File: src/hdl/tdls_pkg.sv
// tdls_pkg: shared types, constants and glyph table for the two-digit led frame sequencer
// depends on nothing; imported by every module of the block
`default_nettype none

package tdls_pkg;

    localparam int ByteW = 8;
    localparam int ValueW = 7;
    localparam int PatW = 7;
    localparam int StepW = 5;
    localparam int CfgIndexW = 2;

    localparam logic [ByteW-1:0] CmdWrite = 8'h40;
    localparam logic [ByteW-1:0] AddrBase = 8'hC0;
    localparam logic [ByteW-1:0] ModeReset = 8'h03;
    localparam logic [ByteW-1:0] ControlReset = 8'h8F;

    localparam logic [3:0] GlyphE = 4'd10;
    localparam logic [ValueW-1:0] NumberMax = 7'd99;
    localparam logic [ValueW-1:0] CodeMax = 7'd10;
    localparam logic [ValueW-1:0] TwoDigitMin = 7'd10;

    // request kinds
    localparam logic OpNumber = 1'b0;
    localparam logic OpError = 1'b1;

    // register indexes
    localparam logic [CfgIndexW-1:0] RegMode = 2'd0;
    localparam logic [CfgIndexW-1:0] RegControl = 2'd1;

    // byte positions within one request
    localparam logic [StepW-1:0] StepMode = 5'd0;
    localparam logic [StepW-1:0] StepControl = 5'd1;
    localparam logic [StepW-1:0] StepWrite = 5'd2;
    localparam logic [StepW-1:0] StepRowFirst = 5'd3;
    localparam logic [StepW-1:0] StepLast = 5'd16;
    localparam logic [2:0] RowLast = 3'd6;

    // classified request handed from front to back
    typedef struct packed {
        logic err;
        logic setup;
        logic [PatW-1:0] hi_pat;
        logic [PatW-1:0] lo_pat;
    } desc_t;

    function automatic logic [PatW-1:0] glyph(input logic [3:0] digit);
        logic [PatW-1:0] pat;
        unique case (digit)
            4'd0: pat = 7'h3F;
            4'd1: pat = 7'h06;
            4'd2: pat = 7'h5B;
            4'd3: pat = 7'h4F;
            4'd4: pat = 7'h66;
            4'd5: pat = 7'h6D;
            4'd6: pat = 7'h7D;
            4'd7: pat = 7'h07;
            4'd8: pat = 7'h7F;
            4'd9: pat = 7'h6F;
            default: pat = 7'h79;
        endcase
        return pat;
    endfunction

endpackage

`default_nettype wire

File: src/hdl/tdls_front.sv
// tdls_front: accepts requests, clamps them and turns them into segment patterns
// depends on tdls_pkg
`default_nettype none

module tdls_front (
    input  wire logic                        clk,
    input  wire logic                        rst_n,
    input  wire logic                        push,
    input  wire logic                        op,
    input  wire logic [tdls_pkg::ValueW-1:0] value,
    input  wire logic                        queue_full,
    output tdls_pkg::desc_t                  desc,
    output logic                             desc_push
);
    import tdls_pkg::*;

    logic              setup_done_reg;
    logic [ValueW-1:0] num_clamped;
    logic [ValueW-1:0] code_clamped;
    logic [14:0]       tens_prod;
    logic [3:0]        tens;
    logic [3:0]        units;

    assign desc_push = push && !queue_full;

    always_comb
    begin
        num_clamped = (value > NumberMax) ? NumberMax : value;
        code_clamped = (value > CodeMax) ? CodeMax : value;
        // divide by ten as multiply by 205 and shift, exact up to 99
        tens_prod = 15'(num_clamped) * 15'd205;
        tens = tens_prod[14:11];
        units = 4'(num_clamped - 7'(tens) * 7'd10);

        desc.err = op;
        desc.setup = !setup_done_reg;
        if (op == OpError)
        begin
            desc.hi_pat = glyph(code_clamped[3:0]);
            desc.lo_pat = glyph(GlyphE);
        end
        else if (num_clamped < TwoDigitMin)
        begin
            desc.hi_pat = glyph(num_clamped[3:0]);
            desc.lo_pat = '0;
        end
        else
        begin
            desc.hi_pat = glyph(units);
            desc.lo_pat = glyph(tens);
        end
    end

    always_ff @(posedge clk or negedge rst_n)
    begin
        if (!rst_n)
            setup_done_reg <= 1'b0;
        else if (desc_push)
            setup_done_reg <= 1'b1;
    end

endmodule

`default_nettype wire

File: src/hdl/tdls_queue.sv
// tdls_queue: two-entry queue of classified requests between front and back
// depends on tdls_pkg
`default_nettype none

module tdls_queue (
    input  wire logic  clk,
    input  wire logic  rst_n,
    input  wire logic  wr_en,
    input  tdls_pkg::desc_t wr_desc,
    input  wire logic  rd_en,
    output tdls_pkg::desc_t rd_desc,
    output logic       full,
    output logic       not_empty
);
    import tdls_pkg::*;

    desc_t      slot_reg [2];
    logic       wr_ptr_reg;
    logic       rd_ptr_reg;
    logic [1:0] count_reg;

    assign full = (count_reg == 2'd2);
    assign not_empty = (count_reg != 2'd0);
    assign rd_desc = slot_reg[rd_ptr_reg];

    always_ff @(posedge clk)
    begin
        if (wr_en)
            slot_reg[wr_ptr_reg] <= wr_desc;
    end

    always_ff @(posedge clk or negedge rst_n)
    begin
        if (!rst_n)
        begin
            wr_ptr_reg <= 1'b0;
            rd_ptr_reg <= 1'b0;
            count_reg <= 2'd0;
        end
        else
        begin
            if (wr_en)
                wr_ptr_reg <= !wr_ptr_reg;
            if (rd_en)
                rd_ptr_reg <= !rd_ptr_reg;
            if (wr_en && !rd_en)
                count_reg <= count_reg + 2'd1;
            else if (rd_en && !wr_en)
                count_reg <= count_reg - 2'd1;
        end
    end

endmodule

`default_nettype wire

File: src/hdl/tdls_back.sv
// tdls_back: byte sequencer and output register, holds the command registers
// depends on tdls_pkg
`default_nettype none

module tdls_back (
    input  wire logic                           clk,
    input  wire logic                           rst_n,
    input  wire logic                           cfg_write,
    input  wire logic [tdls_pkg::CfgIndexW-1:0] cfg_index,
    input  wire logic [tdls_pkg::ByteW-1:0]     cfg_data,
    input  tdls_pkg::desc_t                     head_desc,
    input  wire logic                           head_valid,
    output logic                                head_take,
    input  wire logic                           pop,
    output logic                                empty,
    output logic [tdls_pkg::ByteW-1:0]          wire_byte,
    output logic                                strobe_open,
    output logic                                strobe_close,
    output logic                                last
);
    import tdls_pkg::*;

    logic [ByteW-1:0] mode_reg;
    logic [ByteW-1:0] control_reg;
    desc_t            cur_reg;
    logic             busy_reg;
    logic [StepW-1:0] step_reg;
    logic             out_valid_reg;
    logic [ByteW-1:0] byte_reg;
    logic             open_reg;
    logic             close_reg;
    logic             last_reg;

    logic             advance;
    logic             at_last;
    logic [3:0]       row_step;
    logic [2:0]       row;
    logic [ByteW-1:0] byte_next;
    logic             open_next;
    logic             close_next;

    assign empty = !out_valid_reg;
    assign wire_byte = byte_reg;
    assign strobe_open = open_reg;
    assign strobe_close = close_reg;
    assign last = last_reg;

    assign advance = busy_reg && (!out_valid_reg || pop);
    assign at_last = (step_reg == StepLast);
    assign head_take = head_valid && (!busy_reg || (advance && at_last));

    always_comb
    begin
        row_step = 4'(step_reg - StepRowFirst);
        row = row_step[3:1];
        byte_next = CmdWrite;
        open_next = 1'b1;
        close_next = 1'b1;
        if (step_reg == StepMode)
            byte_next = mode_reg;
        else if (step_reg == StepControl)
            byte_next = control_reg;
        else if (step_reg == StepWrite)
            byte_next = CmdWrite;
        else if (!row_step[0])
        begin
            // address byte of a row
            byte_next = AddrBase + {4'd0, row, 1'b0};
            open_next = !cur_reg.err || (row == 3'd0);
            close_next = 1'b0;
        end
        else
        begin
            byte_next = {6'd0, cur_reg.hi_pat[row], cur_reg.lo_pat[row]};
            open_next = 1'b0;
            close_next = !cur_reg.err || (row == RowLast);
        end
    end

    always_ff @(posedge clk or negedge rst_n)
    begin
        if (!rst_n)
        begin
            mode_reg <= ModeReset;
            control_reg <= ControlReset;
        end
        else if (cfg_write)
        begin
            if (cfg_index == RegMode)
                mode_reg <= cfg_data;
            else if (cfg_index == RegControl)
                control_reg <= cfg_data;
        end
    end

    always_ff @(posedge clk or negedge rst_n)
    begin
        if (!rst_n)
        begin
            busy_reg <= 1'b0;
            step_reg <= StepWrite;
            out_valid_reg <= 1'b0;
        end
        else
        begin
            if (head_take)
            begin
                busy_reg <= 1'b1;
                step_reg <= head_desc.setup ? StepMode : StepWrite;
            end
            else if (advance && at_last)
                busy_reg <= 1'b0;
            else if (advance)
                step_reg <= step_reg + 5'd1;

            if (advance)
                out_valid_reg <= 1'b1;
            else if (pop)
                out_valid_reg <= 1'b0;
        end
    end

    always_ff @(posedge clk)
    begin
        if (head_take)
            cur_reg <= head_desc;
        if (advance)
        begin
            byte_reg <= byte_next;
            open_reg <= open_next;
            close_reg <= close_next;
            last_reg <= at_last;
        end
    end

endmodule

`default_nettype wire

File: src/hdl/two_digit_led_frame_sequencer_top.sv
// two_digit_led_frame_sequencer_top: front classifier, request queue and byte sequencer
// depends on tdls_pkg, tdls_front, tdls_queue, tdls_back
// each request gives 15 bytes, 17 for the first after reset, one byte per cycle while pop keeps up
// the byte sequencer takes the next queued request as it sends the last byte of the current one
// a request accepted when idle passes the queue slot, the sequencer step register and the output byte register
// reset empties the queue and the output register and clears the setup flag; registers return to 0x03, 0x8f
`default_nettype none

module two_digit_led_frame_sequencer_top (
    input  wire logic                           clk,
    input  wire logic                           rst_n,
    input  wire logic                           cfg_write,
    input  wire logic [tdls_pkg::CfgIndexW-1:0] cfg_index,
    input  wire logic [tdls_pkg::ByteW-1:0]     cfg_data,
    input  wire logic                           push,
    output logic                                full,
    input  wire logic                           op,
    input  wire logic [tdls_pkg::ValueW-1:0]    value,
    output logic                                empty,
    input  wire logic                           pop,
    output logic [tdls_pkg::ByteW-1:0]          wire_byte,
    output logic                                strobe_open,
    output logic                                strobe_close,
    output logic                                last
);
    import tdls_pkg::*;

    desc_t front_desc;
    desc_t head_desc;
    logic  front_push;
    logic  head_valid;
    logic  head_take;

    tdls_front u_front (
        .clk        (clk),
        .rst_n      (rst_n),
        .push       (push),
        .op         (op),
        .value      (value),
        .queue_full (full),
        .desc       (front_desc),
        .desc_push  (front_push)
    );

    tdls_queue u_queue (
        .clk       (clk),
        .rst_n     (rst_n),
        .wr_en     (front_push),
        .wr_desc   (front_desc),
        .rd_en     (head_take),
        .rd_desc   (head_desc),
        .full      (full),
        .not_empty (head_valid)
    );

    tdls_back u_back (
        .clk          (clk),
        .rst_n        (rst_n),
        .cfg_write    (cfg_write),
        .cfg_index    (cfg_index),
        .cfg_data     (cfg_data),
        .head_desc    (head_desc),
        .head_valid   (head_valid),
        .head_take    (head_take),
        .pop          (pop),
        .empty        (empty),
        .wire_byte    (wire_byte),
        .strobe_open  (strobe_open),
        .strobe_close (strobe_close),
        .last         (last)
    );

endmodule

`default_nettype wire

File: config.mk
export PLATFORM = sky130hd
export DESIGN_NAME = two_digit_led_frame_sequencer_top
export DESIGN_NICKNAME = d
export VERILOG_FILES = /design/src/hdl/tdls_pkg.sv /design/src/hdl/tdls_front.sv /design/src/hdl/tdls_queue.sv /design/src/hdl/tdls_back.sv /design/src/hdl/two_digit_led_frame_sequencer_top.sv
export SDC_FILE = /design/constraint.sdc
export NUM_CORES = 1
export LEC_CHECK = 0
export BUFFER_PORTS_ARGS = -buffer_cell sky130_fd_sc_hd__buf_2
export CORE_UTILIZATION = 50
export DETAILED_ROUTE_END_ITERATION = 7
export PLACE_DENSITY = 0.64
export SYNTH_ARGS = -nofsm -noshare
export SYNTH_HDL_FRONTEND = slang
export SYNTH_SLANG_ARGS = --single-unit
File: constraint.sdc
create_clock -name clk -period 3.49 [get_ports clk]
set_input_delay 0.698 -clock clk [delete_from_list [all_inputs] [get_ports clk]]
set_output_delay 0.698 -clock clk [all_outputs]
set_load 0.005 [all_outputs]
==> metrics.md, run 1 <==
| Metric | Value |
|---|---|
| Status | `complete, but fails checks` |
| Failing checks | `design-rule violations, negative setup slack` |
| Port bufs | `35` |
| Die Y | `around 110 um` |
| Power Density | `742 nW/um^2` |
| Crit-path cells | `buf_4, nand2_4, nand2_2, inv_2, ha_4, ha_4, fa_1, fa_1, ha_4, and4_4, a311o_1, o211ai_1, nor3b_4, or2_4, inv_4, fa_2, buf_6, nand2_4, mux2i_2, a221oi_2, a221o_1` |
| Clock edge transition at the registers on the reported setup and hold paths | `0.11 ns` |
| Reg-to-reg startpoint | `u_back.step_reg[0]$_DFFE_PN0P_` |
| Area of the core | `10800 sq um` |
| Clk sinks | `86` |
| CTS Root Cell | `clkbuf_8` |
| Commonest cells in the netlist | `62 x ha_1, 58 x edfxtp_1, 40 x inv_1` |
| Yosys warns | `0` |
| Comb power frac | `56.5%` |
| Post-Route WL | `~12000 um` |
| Worst-Skew Late Latency | `0.37 ns` |
| Asr flop ratio synth | `32.6%` |
| Worst Reg-to-Reg Cells | `7` |
| Non-Filler Instances | `750` |
| Max transition margin | `32.1%` |
| Post-synthesis register bit count | `86` |
| Final worst-path cycle share | `152%` |
| Detailed Route Iter0 Violations | `209` |
| F_max | `about 190 MHz` |
| WL per Instance | `16.1 um` |
| Hold WC Path Type | `input port to asynchronous set/reset pin` |
| Max Cap Viol | `0` |
| Synth Instances | `491` |
| Sequential area share after synthesis | `approximately 44%` |
| Sw Ratio | `38.4%` |
| Largest net degree at the start of global routing | `29` |
| CTS buffer count | `9` |
| Internal Pwr Total | `3.31 mW` |
| Worst path depth | `21` |
| Setup crit start kind | `input port` |
| Post-DRT Antenna Nets | `0` |
| Critical path buffer and inverter count | `4` |
| Crit. Startpoint | `value[6]` |
| Crit-path leading delay family | `adder cells` |
| ANT cells | `0` |
| Via count | `4043` |
| Worst path max stage delay | `between 0.6 and 0.7 ns` |
| Critical Path AT | `around 5.4 ns` |
| Final #Nets | `699` |
| Die area | `11600 sq um` |
| Worst Path Max Fanout | `7` |
| Synth cell types | `66` |
| Setup Skew | `about 0.024 ns` |
| Required time worst endpoint | `3.59 ns` |
| Final Hold Fails | `0` |
| Gpl congestion | `0.809` |
| Overall Power | `5.37 mW` |
| Vias/cell | `about 5.4` |
| All-layer global routing usage | `between 20% and 30%` |
| Pins Over Slew Limit | `0` |
| DRC Markers | `2` |
| Crit path top cell by count | `ha_4` |
| DP Cell Count | `a little over 700` |
| Top Ports | `36` |
| CTS tree | `done` |
| Net load switching power | `2.06 mW` |
| H-tree depth reported by CTS | `3` |
| Mean Syn Cell Area | `11.3 sq um` |
| Synth top area cells | `edfxtp_1 31%, ha_1 14%, dfrtp_1 9.0%` |
| Core Rows | `38` |
| Mapped Nets | `585` |
| R2R Setup Slk | `0.75 ns` |
| Vias in the first global route | `about 4200` |
| Hold slack | `around 0.34 ns` |
| Clock power frac | `13.0%` |
| Maximum VDD drop | `roughly 500 uV` |
| Grt ovf | `0` |
| Max reg flops | `32` |
| Flop pwr share | `around 30%` |
| Initial Util | `51.4%` |
| Synth Flop Type | `edfxtp_1` |
| Slowest cell on crit path | `fa_2` |
| CP Class | `input port to register` |
| Mapped Area | `5570 sq um` |
| Tmin final | `about 5.3 ns` |
| Top-count cell post-synth | `ha_1` |
| Share of cells above drive strength 1 | `between 40 and 50%` |
| Worst Setup EP | `u_queue.slot_reg[0][11]$_DFFE_PP_` |
| First-pass DRT Iterations | `8` |
| Final Setup Violations | `28` |
| EDFF count, synth | `58` |
| Worst Max-Slew Pin Slew | `1.01 ns` |
| Maximum clock path buffer count | `2` |
| Initial antenna violation count | `0` |
| Placed wire-length estimate | `~9000 um` |
| FF-to-FF End | `u_back.wire_byte[1]$_DFFE_PP_` |
| PnR worst setup slack | `-1.81 ns` |
| First-pass GRT wire length | `between 20000 and 25000 um` |
| RSZ-0062 raised after global routing | `yes` |
| Die W | `108 um` |
| Cell taking the most area after synthesis | `edfxtp_1` |
| Leakage | `3.07 nW` |
| Area grow syn2layout | `30.1%` |
| CP Capture Type | `register` |
| Post-synth top area share | `31.3%` |
## cell usage in the layout, fill, tap and decap left out, types with 4 or more instances in the layout
cell,Yosys,layout
buf_4,0,77
edfxtp_1,58,58
ha_1,62,45
mux2_2,32,32
buf_2,1,32
nand2_1,34,30
inv_1,40,30
nor2_1,34,28
dfrtp_1,20,20
ha_4,0,15
a21oi_1,18,14
clkbuf_8,0,10
o21ai_0,14,9
xor2_1,9,9
buf_6,0,9
mux2i_1,9,8
nand3_1,10,8
a31oi_1,11,8
dfstp_2,8,8
inv_2,0,7
o21ai_1,5,6
and2_1,8,6
o21bai_1,5,5
nand4_1,5,5
fa_2,0,5
o21ai_2,1,4
nor2_4,0,4
and3_1,4,4
xnor2_1,4,4
nand3b_1,4,4
nand2b_1,4,4
fa_1,9,4
## stage by stage
step / worst slack [ns] / utilization (%) / TNS, ns / instance area, sq um
after floorplan: -2.04 / - / -42.83 / 5730
after global placement: -2.07 / 59.7 / -48.47 / 6480
after detailed placement: -2.23 / 59.7 / -51.73 / 6480
after CTS: -1.76 / 65.5 / -39.26 / 7100
after global routing: -1.99 / 66.8 / -41.63 / 7240
final: -1.81 / 66.8 / -37.12 / 7240
## power groups by stage
| stage | sequential, mW | clock [mW] | combinational (mW) |
|---|---|---|---|
| finish | 1.64 | 0.699 | 3.03 |
| global placement | 1.65 | 0 | 2.33 |
| detailed placement | 1.66 | 0 | 2.39 |
| CTS | 1.64 | 0.711 | 2.75 |
| floorplan | 1.59 | 0 | 1.71 |
| global route | 1.67 | 0.753 | 3.34 |
## repair_timing
item                                   CTS  global route
resized for setup                       62            37
gates cloned                             1             0
endpoints found under the hold margin    0             0
setup buffers                           21             8
hold buffers                             0             0
pin swaps                               32            21
setup endpoints to repair               28            28
## metal layers
| metal | vias to the layer above | share of wire (%) | GRT usage [%] |
|---|---|---|---|
| met5 | - | 0 | 0 |
| met4 | 0 | 1.5 | 8.02 |
| met3 | 15 | 2.6 | 3.21 |
| met2 | 69 | 52 | 40.7 |
| met1 | 1945 | 44 | 28.2 |
| li1 | 2014 | - | - |
## final cells by class
class | count | area (sq um)
multi-input combinational | 347 | 3380
fill | 816 | 3600
tap | 140 | 175
inverter | 41 | 165
clock buffer | 12 | 166
sequential | 86 | 2450
timing repair buffer | 120 | 870
clock inverter | 4 | 36.3
## how the worst min path moves through the flow
stage | endpoint | slack [ns] | start | depth (start not counted)
after floorplan | u_back.busy_reg$_DFFE_PN0P_ | 0.40 | rst_n | 0
after global placement | u_front.setup_done_reg$_DFFE_PN0P_ | 0.44 | u_front.setup_done_reg$_DFFE_PN0P_ | 2
after detailed placement | u_front.setup_done_reg$_DFFE_PN0P_ | 0.46 | u_front.setup_done_reg$_DFFE_PN0P_ | 2
after CTS | u_back.mode_reg[5]$_DFFE_PN0P_ | 0.36 | rst_n | 1
after global routing | u_back.control_reg[5]$_DFFE_PN0P_ | 0.39 | rst_n | 1
final | u_back.mode_reg[4]$_DFFE_PN0P_ | 0.34 | rst_n | 1
## cells by family (layout without fill, tap and decap cells)
logic type / Yosys count / after routing / synth area share, %
adders and majority gates: 71 / 71 / 17.2
AOI/OAI and AO/OA: 94 / 94 / 11.8
buffers and inverters: 58 / 177 / 3.93
and+or+nand+nor: 123 / 123 / 10.9
xor gates and xnor gates: 16 / 16 / 3.26
DFF: 86 / 86 / 44.1
muxes: 43 / 43 / 8.90
(Power assumes the default switching activity.)
==> run 2, diff against run 1 <==
--- a/config.mk
+++ b/config.mk
@@ -8,6 +8,7 @@
 export BUFFER_PORTS_ARGS = -buffer_cell sky130_fd_sc_hd__buf_2
 export CORE_UTILIZATION = 50
 export DETAILED_ROUTE_END_ITERATION = 7
+export GPL_TIMING_DRIVEN = 0
 export PLACE_DENSITY = 0.64
 export SYNTH_ARGS = -nofsm -noshare
 export SYNTH_HDL_FRONTEND = slang
==> metrics.md, run 2 (synthesized netlist as in run 1, its figures left out) <==
| Metric | Value |
|---|---|
| Status | `complete, but fails checks` |
| Failing checks | `design-rule violations, negative setup slack` |
| Share of cells above drive strength 1 | `36.4% (-5.9 points)` |
| CTS tree | `done` |
| Largest net degree at the start of global routing | `29 (unchanged)` |
| Setup crit start kind | `input port` |
| Critical path buffer and inverter count | `7 (+3)` |
| Crit-path leading delay family | `adder cells` |
| Clk sinks | `86 (unchanged)` |
| Gpl congestion | `0.832 (+2.8%)` |
| Most common cell after layout, fill and taps aside | `edfxtp_1` |
| Die Y | `108 um (unchanged)` |
| Worst path depth | `25 (+19%)` |
| Hold WC Path Type | `input port to asynchronous set/reset pin` |
| Max transition margin | `18.2% (-14 points)` |
| Post-DRT Antenna Nets | `0 (unchanged)` |
| R2R Setup Slk | `0.38 ns (-0.37 ns)` |
| H-tree depth reported by CTS | `3 (unchanged)` |
| Tmin final | `5.39 ns (+0.0906 ns)` |
| Commonest non-fill, non-tap cells in the layout | `58 x edfxtp_1, 49 x ha_1, 33 x buf_4` |
| ANT cells | `0 (unchanged)` |
| Worst Max-Slew Pin Slew | `1.22 ns (+0.212 ns)` |
| Port bufs | `34 (-2.9%)` |
| CP Capture Type | `register` |
| Die area | `11600 sq um (unchanged)` |
| Pins Over Slew Limit | `0 (unchanged)` |
| Flip-flop and latch area | `2450 sq um (unchanged)` |
| CTS Root Cell | `clkbuf_8` |
| First-pass DRT Iterations | `8 (unchanged)` |
| Initial Util | `51.4% (unchanged)` |
| Area grow syn2layout | `24.0%` |
| RSZ-0062 raised after global routing | `yes` |
| CTS buffer count | `9 (unchanged)` |
| Final #Nets | `666 (-4.7%)` |
| Worst Path Max Fanout | `7 (unchanged)` |
| FF-to-FF End | `u_back.wire_byte[1]$_DFFE_PP_` |
| Post-Route WL | `11900 um (-2.0%)` |
| PnR worst setup slack | `-1.90 ns (-0.0906 ns)` |
| Worst Reg-to-Reg Cells | `8 (+1)` |
| Setup Skew | `0.0180 ns (-0.00614 ns)` |
| DP Cell Count | `665 (-7.3%)` |
| Final worst-path cycle share | `154% (+2.6 points)` |
| Area of the core | `10800 sq um (unchanged)` |
| All-layer global routing usage | `21.2% (-1.7 points)` |
| Crit. Startpoint | `value[5]` |
| Max Cap Viol | `0 (unchanged)` |
| Required time worst endpoint | `3.58 ns (about the same)` |
| WL per Instance | `16.5 um (+2.6%)` |
| F_max | `186 MHz (-1.7%)` |
| Maximum VDD drop | `389 uV (-22%)` |
| Non-Filler Instances | `717 (-4.4%)` |
| Vias in the first global route | `3950 (-6.3%)` |
| Worst-Skew Late Latency | `0.36 ns (about the same)` |
| Power Density | `754 nW/um^2 (+1.6%)` |
| Placed wire-length estimate | `8380 um (-7.1%)` |
| Detailed Route Iter0 Violations | `231 (+11%)` |
| Core Rows | `38 (unchanged)` |
| Critical Path AT | `5.48 ns (+0.08 ns)` |
| Grt ovf | `0 (unchanged)` |
| Die W | `108 um (unchanged)` |
| Leakage | `2.87 nW (-6.6%)` |
| Worst path max stage delay | `0.57 ns (-0.05 ns)` |
| Maximum clock path buffer count | `2 (unchanged)` |
| Vias/cell | `5.58 (+3.5%)` |
| Final Setup Violations | `28 (unchanged)` |
| CP Class | `input port to register` |
| Final Hold Fails | `0 (unchanged)` |
| Area of the multi-input gates | `3320 sq um (-1.7%)` |
| Setup TNS | `-42.39 ns (-5.26 ns)` |
| DRC Markers | `2 (unchanged)` |
| Via count | `4001 (-1.0%)` |
| Filler Cell Count | `856 (+4.9%)` |
| Top Ports | `36 (unchanged)` |
| Clock edge transition at the registers on the reported setup and hold paths | `0.10 ns (about the same)` |
| Reg-to-reg startpoint | `u_back.step_reg[0]$_DFFE_PN0P_` |
| Max reg flops | `32 (unchanged)` |
| Hold slack | `0.351 ns (+0.00906 ns)` |
| Initial antenna violation count | `0 (unchanged)` |
| Worst Setup EP | `u_queue.slot_reg[1][11]$_DFFE_PP_` |
| First-pass GRT wire length | `19000 um (-6.3%)` |
| Hold Buf Count CTS | `0 (unchanged)` |
| Slowest cell on crit path | `fa_2` |
==> run 2: timing repair <==
item                       CTS  global route
gates resized for setup     51            34
setup endpoints to repair   28            28
pin swaps                   30            31
setup buffers               25            12
==> run 2: through the flow <==
stage | instance area (sq um) | power [mW] | utilization [%] | setup slack (ns)
2_1_floorplan | 5730 | 3.30 | - | -2.04
6_report | 6900 | 5.20 | 63.7 | -1.90
3_5_place_dp | 6080 | 3.83 | 56.0 | -2.62
5_1_grt | 6900 | 5.54 | 63.7 | -2.03
3_3_place_gp | 6070 | 3.77 | 56.0 | -2.59
4_1_cts | 6670 | 4.85 | 61.6 | -1.94
==> run 2: area by class of cell <==
class,count,area share (%)
flip-flops and latches,86,35.5
clock inverters,7,0.816
well taps,140,2.54
inverters,41,2.41
clock buffers,9,1.80
plain buffers,16,1.60
repair buffers,71,7.14
multi-input cells,347,48.2
==> run 2: power breakdown <==
group / internal (mW) / switching, mW
logic: 1.38 / 1.58
clock network: 0.266 / 0.380
registers: 1.47 / 0.125
==> run 2: metal layers <==
layer	wire (um)	up-vias	track usage, %
li1	-	1948	-
met1	5300	1971	26.5
met4	79	0	4.40
met2	6150	74	38.2
met5	0	-	0
met3	341	8	3.51
==> run 2: worst min path at each step <==
| stage | endpoint | cells past startpoint | start |
|---|---|---|---|
| after floorplan | u_back.busy_reg$_DFFE_PN0P_ | 0 | rst_n |
| after global placement | u_front.setup_done_reg$_DFFE_PN0P_ | 2 | u_front.setup_done_reg$_DFFE_PN0P_ |
| after detailed placement | u_front.setup_done_reg$_DFFE_PN0P_ | 2 | u_front.setup_done_reg$_DFFE_PN0P_ |
| after CTS | u_back.mode_reg[5]$_DFFE_PN0P_ | 1 | rst_n |
| after global routing | u_queue.wr_ptr_reg$_DFFE_PN0P_ | 1 | rst_n |
| final | u_back.mode_reg[5]$_DFFE_PN0P_ | 1 | rst_n |
